## src/rtl/core/mss_pkg.sv

```systemverilog
// Package: shared types and constants of the MLP smootherstep scorer.
`default_nettype none
package mss_pkg;

  localparam int INPUT_COUNT_DEF  = 8;
  localparam int HIDDEN_COUNT_DEF = 8;
  localparam int ADDR_W  = 7;
  localparam int VALUE_W = 32;
  localparam int SCORE_W = 32;
  localparam int ACT_W   = 17;

  // One unit of 1.0 in Q16.16 / Q1.16
  localparam int ONE_Q16   = 65536;
  localparam int SCORE_CAP = 65470;

  // Work item handed from the front to the back
  typedef struct packed {
    logic                 wr_w;  // write a parameter word
    logic                 wr_f;  // write a feature
    logic                 run;   // score the vector
    logic [ADDR_W-1:0]    addr;
    logic [VALUE_W-1:0]   value;
  } cmd_t;

endpackage
`default_nettype wire

```

## src/rtl/core/mss_queue.sv

```systemverilog
// Queue: two-entry FIFO of work items between front and back.
`default_nettype none
module mss_queue (
  input  wire logic           clk_i,
  input  wire logic           rst_ni,
  input  wire logic           push_i,
  input  mss_pkg::cmd_t       cmd_i,
  output logic                full_o,
  output logic                valid_o,
  output mss_pkg::cmd_t       head_o,
  input  wire logic           pop_i
);
  mss_pkg::cmd_t entry_q [2];
  logic          wr_ptr_q, rd_ptr_q;
  logic [1:0]    cnt_q, cnt_d;
  logic          do_push, do_pop;

  assign full_o  = cnt_q[1];
  assign valid_o = cnt_q != 2'd0;
  assign head_o  = entry_q[rd_ptr_q];
  assign do_push = push_i && !full_o;
  assign do_pop  = pop_i && valid_o;

  always_comb begin
    cnt_d = cnt_q;
    if (do_push && !do_pop) cnt_d = cnt_q + 2'd1;
    else if (!do_push && do_pop) cnt_d = cnt_q - 2'd1;
  end

  always_ff @(posedge clk_i or negedge rst_ni) begin
    if (!rst_ni) begin
      wr_ptr_q <= 1'b0;
      rd_ptr_q <= 1'b0;
      cnt_q    <= 2'd0;
    end else begin
      cnt_q <= cnt_d;
      if (do_push) wr_ptr_q <= !wr_ptr_q;
      if (do_pop)  rd_ptr_q <= !rd_ptr_q;
    end
  end

  always_ff @(posedge clk_i) begin
    if (do_push) entry_q[wr_ptr_q] <= cmd_i;
  end

endmodule
`default_nettype wire

```

## config.mk

```make
export PLATFORM = sky130hd
export DESIGN_NAME = mss_queue
export DESIGN_NICKNAME = d
export VERILOG_FILES = /design/src/rtl/core/mss_pkg.sv /design/src/rtl/core/mss_queue.sv
export SDC_FILE = /design/constraint.sdc
export NUM_CORES = 1
export LEC_CHECK = 0
export BUFFER_PORTS_ARGS = -buffer_cell sky130_fd_sc_hd__buf_2
export CAP_MARGIN = 20
export CORE_MARGIN = 2
export CORE_UTILIZATION = 52
export CTS_CLUSTER_SIZE = 25
export DETAILED_ROUTE_END_ITERATION = 10
export HOLD_SLACK_MARGIN = 0.06
export PLACE_DENSITY = 0.77
export SLEW_MARGIN = 40
export SYNTH_ARGS = -nofsm -noshare
export SYNTH_HDL_FRONTEND = slang
export SYNTH_SLANG_ARGS = --single-unit
```

## constraint.sdc

```tcl
create_clock -name clk_i -period 3.4 [get_ports clk_i]
set_input_delay 1.02 -clock clk_i [delete_from_list [all_inputs] [get_ports clk_i]]
set_output_delay 1.02 -clock clk_i [all_outputs]
set_load 0.005 [all_outputs]
```

Word-level counts from Yosys, hierarchy flattened
Memory sizes are Yosys's and may differ from the RTL's.
Cells that the tools add are included.

storage, ports and cells
  output and inout port bits = 44
  input port bits = 46
  bits in registers = 4
  word-level logic and storage cells = 21
  memories = 1
  memory bits (writable) = 84

cells by class
  mux-type cells = 4
  reductions and logical operators = 11
  $add $sub $neg = 2

memory list
  memory   words  bits a word  read ports  clocked after memory_dff  write ports  line             text
  entry_q  2      42           1           0                         1            mss_queue.sv:13  mss_pkg::cmd_t entry_q [2];

operator list
  operator                                           count
  zero test 1 bit                                    5
  logical AND 1 bit                                  4
  2-to-1 mux 2 bit                                   2
  nonzero test 2 bit                                 2
  adder 2 x 1 -> 2 bit (second input constant)       1
  2-to-1 mux 1 bit                                   2
  subtractor 2 x 1 -> 2 bit (second input constant)  1

Logic depth before layout (Yosys ltp)
Gate-level depths: netlist of run 1.

  word-level depth = 6
  depth in mapped cells = 6

Worst setup path before layout of run 1
OpenSTA, ideal clock, no wires.

  path type = input to register
  start = input push_i
  end = memory entry_q[0][0] in the netlist's numbering, enable pin
  setup time = 441 ps
  stages on the path = 2
  slack = 71 ps
  data required time = 2959 ps
  arrival = 2888 ps
  cell sequence = nand2b_1 -> nor2_1

between the ends
  longest elaborated chain between the ends = 3

ends and longest elaborated chain
  what                                    line             text
  start, declared                         mss_queue.sv:6   input wire logic push_i,
  logical AND 1 bit                       mss_queue.sv:21  assign do_push = push_i && !full_o;
  2-to-1 mux 1 bit                        mss_queue.sv:43  if (do_push) entry_q[wr_ptr_q] <= cmd_i;
  2-to-1 mux 1 bit (not written as such)  mss_queue.sv:43
  end, declared                           mss_queue.sv:13

No other way between the ends.

==> reports/results.tsv, run 1 <==
metric	value	unit
leakagePower	1.661	nW
pwr-share-clk	19.0	%
wl	4993	um
finalCritPeriodShare	82.24	%
cts_sinks	88	
drtAntennaViolNets	0	
n_antenna_cell	0	
arrival	1780	ps
yosysSeqAreaShare	76.61	%
drv_slew	0	
ctsHoldBuffers	0	
synth_top_area_share	73.68	%
die_h	85.14	um
crit_slowest_cell	dfrtp_2	
maxCapViolations	0	
cts_buffers	9	
avgRoutedWirePerCell	15.18	um
detail_route.iter0.violations	37	
placed_cell_area	3939	um^2
grt_max_degree	35	
cts-root-buf	clkbuf_8	
route.detailed.drc	0	
dieArea	7248	um^2
clk_pin_slew	80	ps
cts_resized	0	
synth_warnings	0	
tns	0	ps
ioPinCount	90	
hold_violations	0	
yosys-top-cells-area	edfxtp_1, mux2_4, dfrtp_1	
p_total	3.111	mW
cts_tree	yes	
row_count	29	
grt_use_total	14.32	%
syn_area	3423	um^2
critical_path_class	reg -> out	
cts_buffer_depth	2	
yosysUniqueCellTypes	15	
slew_headroom	65.55	%
yosys.area.top_type	edfxtp_1	
post-dp-hpwl	3476	um
cts_setup_buffers	0	
coreArea	6350	um^2
max_stage_delay	620	ps
final_area	4103	um^2
first_pass_iters	3	
syn-num-nets	195	
finalSetupViolCount	0	
synth-edff-count	84	
fmax	0.3576	GHz
grt_first_pass_wirelength	7555	um
min_period	2796	ps
clk_latency	340	ps
grt_pass1_vias	1620	
n_fill_cell	447	
critPathLaunchType	flip-flop	
critPathCaptureType	output pin	
h-tree-depth	3	
p_per_area	758.4	nW/um^2
switching_share	26.92	%
die_x	85.14	um
layout-drive-gt1-share	60.71	%
p_sw	0.8376	mW
place_congestion	0.6703	
ys.flop_type	edfxtp_1	
syn-instance-count	148	
r2r.worst_path.cells	4	
rsz0062_at_grt	no	
synth-seq-cells	88	
viasPerCell	4.951	
power_frac_seq	49.2	%
fin_nets	294	
avgSynthCellArea	23.13	um^2
combPwrFrac	31.7	%
areaGrowthSynthToFinish	19.85	%
max_slew.worst_pin.slew	516.7	ps
vias	1629	
path_cells	buf_12 > mux2_2 > buf_2	
antenna_found_initial	0	
worstHoldPathType	in -> async	
required	2380	ps
max-vdd-ir-drop	0.5884	mV
initial_core_util	53.91	%
crit_fanout	32	
status	finished clean	
overflow	0	
io_buffers	89	
p_int	2.274	mW
fin_skew	10.60	ps
async_flop_share	4.545	%
==> final timing paths <==
path | startpoint | to | slack, ps
min in group clk_i | cnt_q[1]$_DFFE_PN0P_ | cnt_q[1]$_DFFE_PN0P_ | 510
setup / recovery | rd_ptr_q$_DFFE_PN0P_ | head_o[35] | 600
max in group asynchronous | rst_ni | rd_ptr_q$_DFFE_PN0P_ | 2800
hold / removal | rst_ni | wr_ptr_q$_DFFE_PN0P_ | 470
hold reg to reg | cnt_q[1]$_DFFE_PN0P_ | cnt_q[1]$_DFFE_PN0P_ | 510
setup reg to reg | cnt_q[1]$_DFFE_PN0P_ | entry_q[1][23]$_DFFE_PP_ | 1550
==> power groups by stage <==
stage          logic (mW)  clock network [mW]  registers [mW]
3_5_place_dp         1.00                   0            1.56
4_1_cts              1.01               0.614            1.54
3_3_place_gp         1.00                   0            1.55
6_report            0.988               0.592            1.53
5_1_grt              1.07               0.656            1.55
2_1_floorplan       0.785                   0            1.51
==> cells in the mapped netlist (2+ instances only) <==
library cell	number
xor2_1	2
xnor2_1	3
mux2_4	39
nor2_1	2
buf_12	4
mux2_2	3
edfxtp_1	84
dfrtp_1	4
==> cell families after synthesis <==
kind of cell | Yosys count | share of synthesized area (%)
adder cells (fa/ha/maj) | 1 | 0.3654
flip-flops | 88 | 76.61
XOR/XNOR | 5 | 1.279
multiplexers | 42 | 18.09
buffers and inverters | 6 | 2.778
AND/OR/NAND/NOR | 6 | 0.8775
==> through the flow <==
| step | instances | worst slack (ps) | utilization (%) | hold slack, ps |
|---|---|---|---|---|
| 2_1_floorplan | 148 | 70.77 | - | 460.3 |
| 3_3_place_gp | 313 | 950.2 | 62.03 | 490.7 |
| 3_5_place_dp | 313 | 926.3 | 62.03 | 496.3 |
| 4_1_cts | 329 | 594.7 | 64.61 | 457.0 |
| 5_1_grt | 329 | 520.8 | 64.61 | 458.6 |
| 6_report | 329 | 603.9 | 64.61 | 470.3 |
==> cell usage in the layout, fill, tap and decap left out <==
cell | Yosys | layout
mux2_2 | 3 | 3
or2_1 | 1 | 1
buf_4 | 0 | 2
clkinv_2 | 0 | 4
clkinvlp_4 | 0 | 1
xor2_1 | 2 | 2
buf_2 | 0 | 89
clkbuf_1 | 0 | 1
clkbuf_8 | 0 | 9
nor2_4 | 0 | 1
clkinv_4 | 0 | 1
dfrtp_2 | 0 | 1
and2_2 | 0 | 1
nand2_1 | 1 | 1
nand2b_1 | 1 | 1
ha_1 | 1 | 1
edfxtp_1 | 84 | 84
nor2_1 | 2 | 1
inv_1 | 1 | 1
dfrtp_1 | 4 | 3
mux2_4 | 39 | 39
xnor2_1 | 3 | 3
buf_12 | 4 | 2
==> flip-flops by register name (all words and copies together) (netlist names) <==
name      count
cnt_q         2
entry_q      84
wr_ptr_q      1
rd_ptr_q      1
==> cell type report <==
cell class,count,area (um^2),share of cell area (%)
clock buffers,10,127.6,3.111
clock inverters,6,36.28,0.8844
inverters,1,3.754,0.09149
multi-input cells,54,714.4,17.41
flip-flops and latches,88,2624,63.95
well taps,77,96.34,2.348
repair buffers,93,500.5,12.20
==> metal layers <==
layer / routed length, um / part of all wire (%) / global-route usage, % / vias up
met5: 0 / 0 / 0 / -
met4: 124 / 2.5 / 8.369 / 0
met3: 310 / 6.2 / 3.988 / 11
met2: 2573 / 52 / 23.37 / 53
met1: 1985 / 40 / 17.06 / 792
li1: - / - / - / 773
==> worst max-delay path: cells and delay by family, from the launching register on <==
| family | cells | cell delay, ps |
|---|---|---|
| flops | 1 | 620 |
| buf+inv | 2 | 410 |
| mux | 1 | 360 |
(Power assumes the default switching activity.)
==> run 2, diff against run 1 <==
--- a/config.mk
+++ b/config.mk
@@ -5,14 +5,15 @@
 export SDC_FILE = /design/constraint.sdc
 export NUM_CORES = 1
 export LEC_CHECK = 0
+export ABC_AREA = 1
 export BUFFER_PORTS_ARGS = -buffer_cell sky130_fd_sc_hd__buf_2
 export CAP_MARGIN = 20
 export CORE_MARGIN = 2
-export CORE_UTILIZATION = 52
+export CORE_UTILIZATION = 51
 export CTS_CLUSTER_SIZE = 25
 export DETAILED_ROUTE_END_ITERATION = 10
 export HOLD_SLACK_MARGIN = 0.06
-export PLACE_DENSITY = 0.77
+export PLACE_DENSITY = 0.76
 export SLEW_MARGIN = 40
 export SYNTH_ARGS = -nofsm -noshare
 export SYNTH_HDL_FRONTEND = slang
==> constraint.sdc (replaced) <==
create_clock -name clk_i -period 2.89 [get_ports clk_i]
set_input_delay 0.867 -clock clk_i [delete_from_list [all_inputs] [get_ports clk_i]]
set_output_delay 0.867 -clock clk_i [all_outputs]
set_load 0.005 [all_outputs]
==> reports/results.tsv, run 2 <==
metric	value	unit	change
async_flop_share	4.545	%	unchanged
syn_area	3301	um^2	was 3423 um^2
place_congestion	0.7142		was 0.6703
rsz0062_at_grt	no		unchanged
drv_slew	0		unchanged
clk_pin_slew	80	ps	about the same
finalCritPeriodShare	86.02	%	
synth-seq-cells	88		unchanged
post-place-cells	407		was 313
hold_violations	0		unchanged
io_buffers	89		unchanged
synth_common_cells	nand2_1, edfxtp_1, inv_1		was edfxtp_1, mux2_4, buf_12, dfrtp_1
fin_cells	423		was 329
coreArea	6314	um^2	was 6350 um^2
crit_fanout	23		was 32
detail_route.iter0.violations	65		was 37
syn-instance-count	247		was 148
row_count	29		unchanged
wl	5608	um	was 4993 um
yosysSeqAreaShare	79.45	%	was 76.61%
combPwrFrac	30.5	%	was 31.7%
p_per_area	910.3	nW/um^2	was 758.4 nW/um^2
cts_tree	yes		unchanged
avgSynthCellArea	13.36	um^2	was 23.13 um^2
overflow	0		unchanged
cts_resized	0		unchanged
areaGrowthSynthToFinish	20.09	%	was 19.85%
fin_nets	388		was 294
synth_warnings	0		unchanged
ctsHoldBuffers	0		unchanged
yosysUniqueCellTypes	13		was 15
cts_sinks	88		unchanged
n_antenna_cell	0		unchanged
synth.most_common_cell	nand2_1		was edfxtp_1
grt_first_pass_wirelength	8776	um	was 7555 um
critPathLaunchType	flip-flop		unchanged
yosys-top-cells-area	edfxtp_1, nand2_1, dfrtp_1		was edfxtp_1, mux2_4, dfrtp_1
drtAntennaViolNets	0		unchanged
maxCapViolations	0		unchanged
die_h	84.45	um	was 85.14 um
clk_latency	330	ps	was 340 ps
switching_share	32.58	%	was 26.92%
synth-edff-count	84		unchanged
leakagePower	1.730	nW	was 1.661 nW
final_common_cell	nand2_1		was buf_2
power_frac_seq	50.4	%	was 49.2%
max_slew.worst_pin.slew	560.9	ps	was 516.7 ps
post-dp-hpwl	3651	um	was 3476 um
largest_reg_flops	84		unchanged
critPathCaptureType	output pin		unchanged
avgRoutedWirePerCell	13.26	um	was 15.18 um
cts_buffer_depth	2		unchanged
first_pass_iters	4		was 3
initial_core_util	52.28	%	was 53.91%
h-tree-depth	3		unchanged
cts_setup_buffers	0		unchanged
fmax	0.4023	GHz	
largest_register	entry_q		unchanged
required	2020	ps	was 2380 ps
finalHoldWorstSlack	322.6	ps	was 470.3 ps
arrival	1620	ps	was 1780 ps
min_period	2486	ps	
route.detailed.drc	0		unchanged
p_sw	1.176	mW	was 0.8376 mW
ioPinCount	90		unchanged
p_total	3.608	mW	was 3.111 mW
status	finished clean		unchanged
max-vdd-ir-drop	0.4763	mV	was 0.5884 mV
synth_top_area_share	76.42	%	was 73.68%
viasPerCell	4.806		was 4.951
grt_pass1_vias	1919		was 1620
cts_buffers	9		unchanged
grt_max_degree	44		was 35
reg_top3	entry_q x84, cnt_q x2		unchanged
finalSetupViolCount	0		unchanged
dieArea	7132	um^2	was 7248 um^2
fin_skew	6.969	ps	was 10.60 ps
antenna_found_initial	0		unchanged
grt_use_total	16.35	%	was 14.32%
die_x	84.45	um	was 85.14 um
critical_path_class	reg -> out		unchanged
worstHoldPathType	in -> async		unchanged
postLayoutCoreUtil	62.78	%	was 64.61%
cts-root-buf	clkbuf_8		unchanged
mostFrequentLayoutCells	nand2_1, buf_2, edfxtp_1		was buf_2, edfxtp_1, mux2_4
p_int	2.432	mW	was 2.274 mW
ys.flop_type	edfxtp_1		unchanged
syn-num-nets	294		was 195
layout-drive-gt1-share	31.21	%	was 60.71%
slew_headroom	62.61	%	was 65.55%
vias	2033		was 1629
pwr-share-clk	19.1	%	was 19.0%
yosys.area.top_type	edfxtp_1		unchanged
==> run 2: final cells by class <==
cell class,count,area (um^2)
tap,77,96.34
clock buffer,12,135.1
timing repair buffer,92,480.5
inverter,7,31.28
clock inverter,4,21.27
multi-input combinational,143,575.6
fill,500,2350
sequential,88,2624
==> run 2: through the flow <==
step	setup WS [ps]	TNS, ps	cell area [um^2]
floorplan	-294.0	-24700	3301
global placement	783.1	0	3807
detailed placement	767.1	0	3807
CTS	377.0	0	3964
global route	291.1	0	3964
finish	404.1	0	3964
==> run 2: worst paths after layout <==
kind                                       from                  endpoint  cells after the start  slack [ps]
setup / recovery           rd_ptr_q$_DFFE_PN0P_                 head_o[2]                      4         400
setup reg to reg           cnt_q[1]$_DFFE_PN0P_  entry_q[1][21]$_DFFE_PP_                      4        1240
hold / removal                           rst_ni      wr_ptr_q$_DFFE_PN0P_                      1         320
min in group clk_i         cnt_q[1]$_DFFE_PN0P_      cnt_q[1]$_DFFE_PN0P_                      2         500
max in group asynchronous                rst_ni      rd_ptr_q$_DFFE_PN0P_                      1        2430
hold reg to reg            cnt_q[1]$_DFFE_PN0P_      cnt_q[1]$_DFFE_PN0P_                      2         500
==> run 2: metal layers <==
layer  share of wire (%)  track usage, %
met1                  42           20.75
met2                  49           26.26
met3                 6.7           4.326
met4                 2.7           8.225
met5                   0               0
==> run 2: cell families (layout without fill, tap and decap cells) <==
kind of cell,after synthesis,in the layout,share of synthesized area (%)
xor+xnor,2,2,0.5308
simple gates,140,140,16.07
buf+inv,16,115,3.563
flops,88,88,79.45
fa+ha+maj,1,1,0.3790
==> run 2: power groups by stage <==
stage          logic, mW  registers [mW]  clock network, mW
4_1_cts             1.13            1.82              0.709
3_3_place_gp        1.11            1.84                  0
3_5_place_dp        1.12            1.85                  0
2_1_floorplan      0.738            1.80                  0
6_report            1.10            1.82              0.688
5_1_grt             1.25            1.84              0.768
==> run 2: critical path, cell delays in order, from the launching register on <==
cell,delay [ps]
dfrtp_2,650
buf_4,350
nand2_1,80
nand2_1,80
buf_2,110
==> run 3, diff against run 2 <==
==> constraint.sdc (replaced) <==
create_clock -name clk_i -period 2.89 [get_ports clk_i]
set_input_delay 0.867 -clock clk_i [delete_from_list [all_inputs] [get_ports clk_i]]
set_output_delay 0.867 -clock clk_i [all_outputs]
set_load 0.1 [all_outputs]
==> reports/results.tsv, run 3 (synthesis gave the netlist of run 2 again) <==
metric	value	unit	change
grt_pass1_vias	2069		was 1919
clk_latency	350	ps	was 330 ps
max_stage_delay	670	ps	was 650 ps
n_fill_cell	404		was 500
crit_fanout	23		unchanged
layout-drive-gt1-share	31.30	%	was 31.21%
critPathLaunchType	flip-flop		unchanged
h-tree-depth	3		unchanged
n_antenna_cell	0		unchanged
post-dp-hpwl	4185	um	was 3651 um
cpMostUsedCell	nand2_1		unchanged
drv_slew	0		unchanged
initial_core_util	52.28	%	unchanged
viasPerCell	4.865		was 4.806
max_slew.worst_pin.slew	547.6	ps	was 560.9 ps
largest_register	entry_q		unchanged
largest_reg_flops	84		unchanged
mostFrequentLayoutCells	nand2_1, edfxtp_1, buf_2		was nand2_1, buf_2, edfxtp_1
route.detailed.drc	0		unchanged
cts_sinks	88		unchanged
avgRoutedWirePerCell	14.52	um	was 13.26 um
vias	2053		was 2033
grt_max_degree	44		unchanged
grt_use_total	18.43	%	was 16.35%
detail_route.iter0.violations	149		was 65
cts_buffers	9		unchanged
finalCritPeriodShare	91.96	%	was 86.02%
cts_buffer_depth	2		unchanged
overflow	0		unchanged
grt_util_met3	4.326	%	unchanged
grtUsageMet2	31.60	%	was 26.26%
path_cells	buf_4 > nand2_1 > nand2_1 > buf_12		was buf_4 > nand2_1 > nand2_1 > buf_2
grt_busiest_layer	met2		unchanged
status	finished clean		unchanged
ioPinCount	90		unchanged
min_period	2658	ps	was 2486 ps
critical_path.top_delay_family	flip-flops		unchanged
cts_tree	yes		unchanged
reg2reg_to	entry_q[1][24]$_DFFE_PP_		was entry_q[1][21]$_DFFE_PP_
die_h	84.45	um	unchanged
maxCapViolations	0		unchanged
r2r.worst_path.cells	4		unchanged
ctsHoldBuffers	0		unchanged
multiInputGateArea	575.6	um^2	unchanged
wl	6129	um	was 5608 um
fmax	0.3763	GHz	was 0.4023 GHz
first_pass_iters	4		unchanged
r2r_start	cnt_q[1]$_DFFE_PN0P_		unchanged
dieArea	7132	um^2	unchanged
clk_pin_slew	80	ps	about the same
row_count	29		unchanged
fin_nets	388		unchanged
slew_headroom	63.41	%	was 62.61%
critical_path_class	reg -> out		unchanged
final_common_cell	nand2_1		unchanged
antenna_found_initial	0		unchanged
hold_violations	0		unchanged
place_congestion	0.7666		was 0.7142
worstHoldPathType	in -> async		unchanged
reg_top3	entry_q x84, cnt_q x2		unchanged
areaGrowthSynthToFinish	40.22	%	was 20.09%
crit_buf_inv	2		unchanged
io_buffers	89		unchanged
drtAntennaViolNets	0		unchanged
cts-root-buf	clkbuf_8		unchanged
tns	0	ps	unchanged
grt_first_pass_wirelength	9908	um	was 8776 um
critPathCaptureType	output pin		unchanged
rsz0062_at_grt	no		unchanged
finalSetupViolCount	0		unchanged
register_area	2624	um^2	unchanged
cts_setup_buffers	0		unchanged
reg2reg_slack	1160	ps	was 1240 ps
coreArea	6314	um^2	unchanged
required	2020	ps	about the same
cts_resized	0		unchanged
grtUsageMet1	22.12	%	was 20.75%
fin_skew	4.683	ps	was 6.969 ps
crit_slowest_cell	dfrtp_2		unchanged
die_x	84.45	um	unchanged
arrival	1790	ps	was 1620 ps
run 3: cell count changes in the layout (fill, tap and decap cells not counted):
cell       before  now
bufinv_16       0    1
buf_2          89   47
buf_12          1   44
buf_4           2    1
clkinv_2        2    1
clkbuf_1        3    2
run 3: metal layers:
layer	routed length (um)	up-vias	part of all wire, %
met5	0	-	0
met4	127	0	2.1
met3	407	14	6.6
met2	3251	83	53
met1	2341	941	38
li1	-	1015	-
run 3: how the worst max path moves through the flow:
stage                     depth (start not counted)  slack (ps)                      end                  from
after CTS                                         4         230               head_o[36]  rd_ptr_q$_DFFE_PN0P_
after detailed placement                          4         610               head_o[30]  rd_ptr_q$_DFFE_PN0P_
after floorplan                                   3        -400  entry_q[0][0]$_DFFE_PP_  cnt_q[1]$_DFFE_PN0P_
final                                             4         230               head_o[30]  rd_ptr_q$_DFFE_PN0P_
after global routing                              4         160               head_o[37]  rd_ptr_q$_DFFE_PN0P_
after global placement                            4         660               head_o[36]  rd_ptr_q$_DFFE_PN0P_
run 3: final cells by class:
cell class,instances,share of cell area [%]
Multi-Input combinational cell,143,12.44
Tap cell,77,2.082
Clock buffer,11,2.839
Clock inverter,4,1.000
Timing Repair Buffer,92,24.28
Sequential cell,88,56.69
Inverter,7,0.6759
run 3: worst reg2reg max path: stages, from the launching register on:
cell and delay [ps]:
dfrtp_1 400, inv_1 100, nand2_1 180, nor2_4 480
buf_12 270
run 3: through the flow:
stage / util [%] / cell area, um^2 / setup slack (ps) / hold WS [ps] / std cells
global placement: 70.49 / 4451 / 657.9 / 480.7 / 407
CTS: 73.31 / 4628 / 225.7 / 294.2 / 422
detailed placement: 70.49 / 4451 / 606.6 / 497.4 / 407
global route: 73.31 / 4628 / 160.5 / 310.5 / 422
floorplan: - / 3301 / -400.0 / 467.0 / 247
finish: 73.31 / 4628 / 232.4 / 302.2 / 422
Power of run 3 is not shown: default switching activity piles up to over one toggle a cycle in this logic, so the estimate is an artifact.
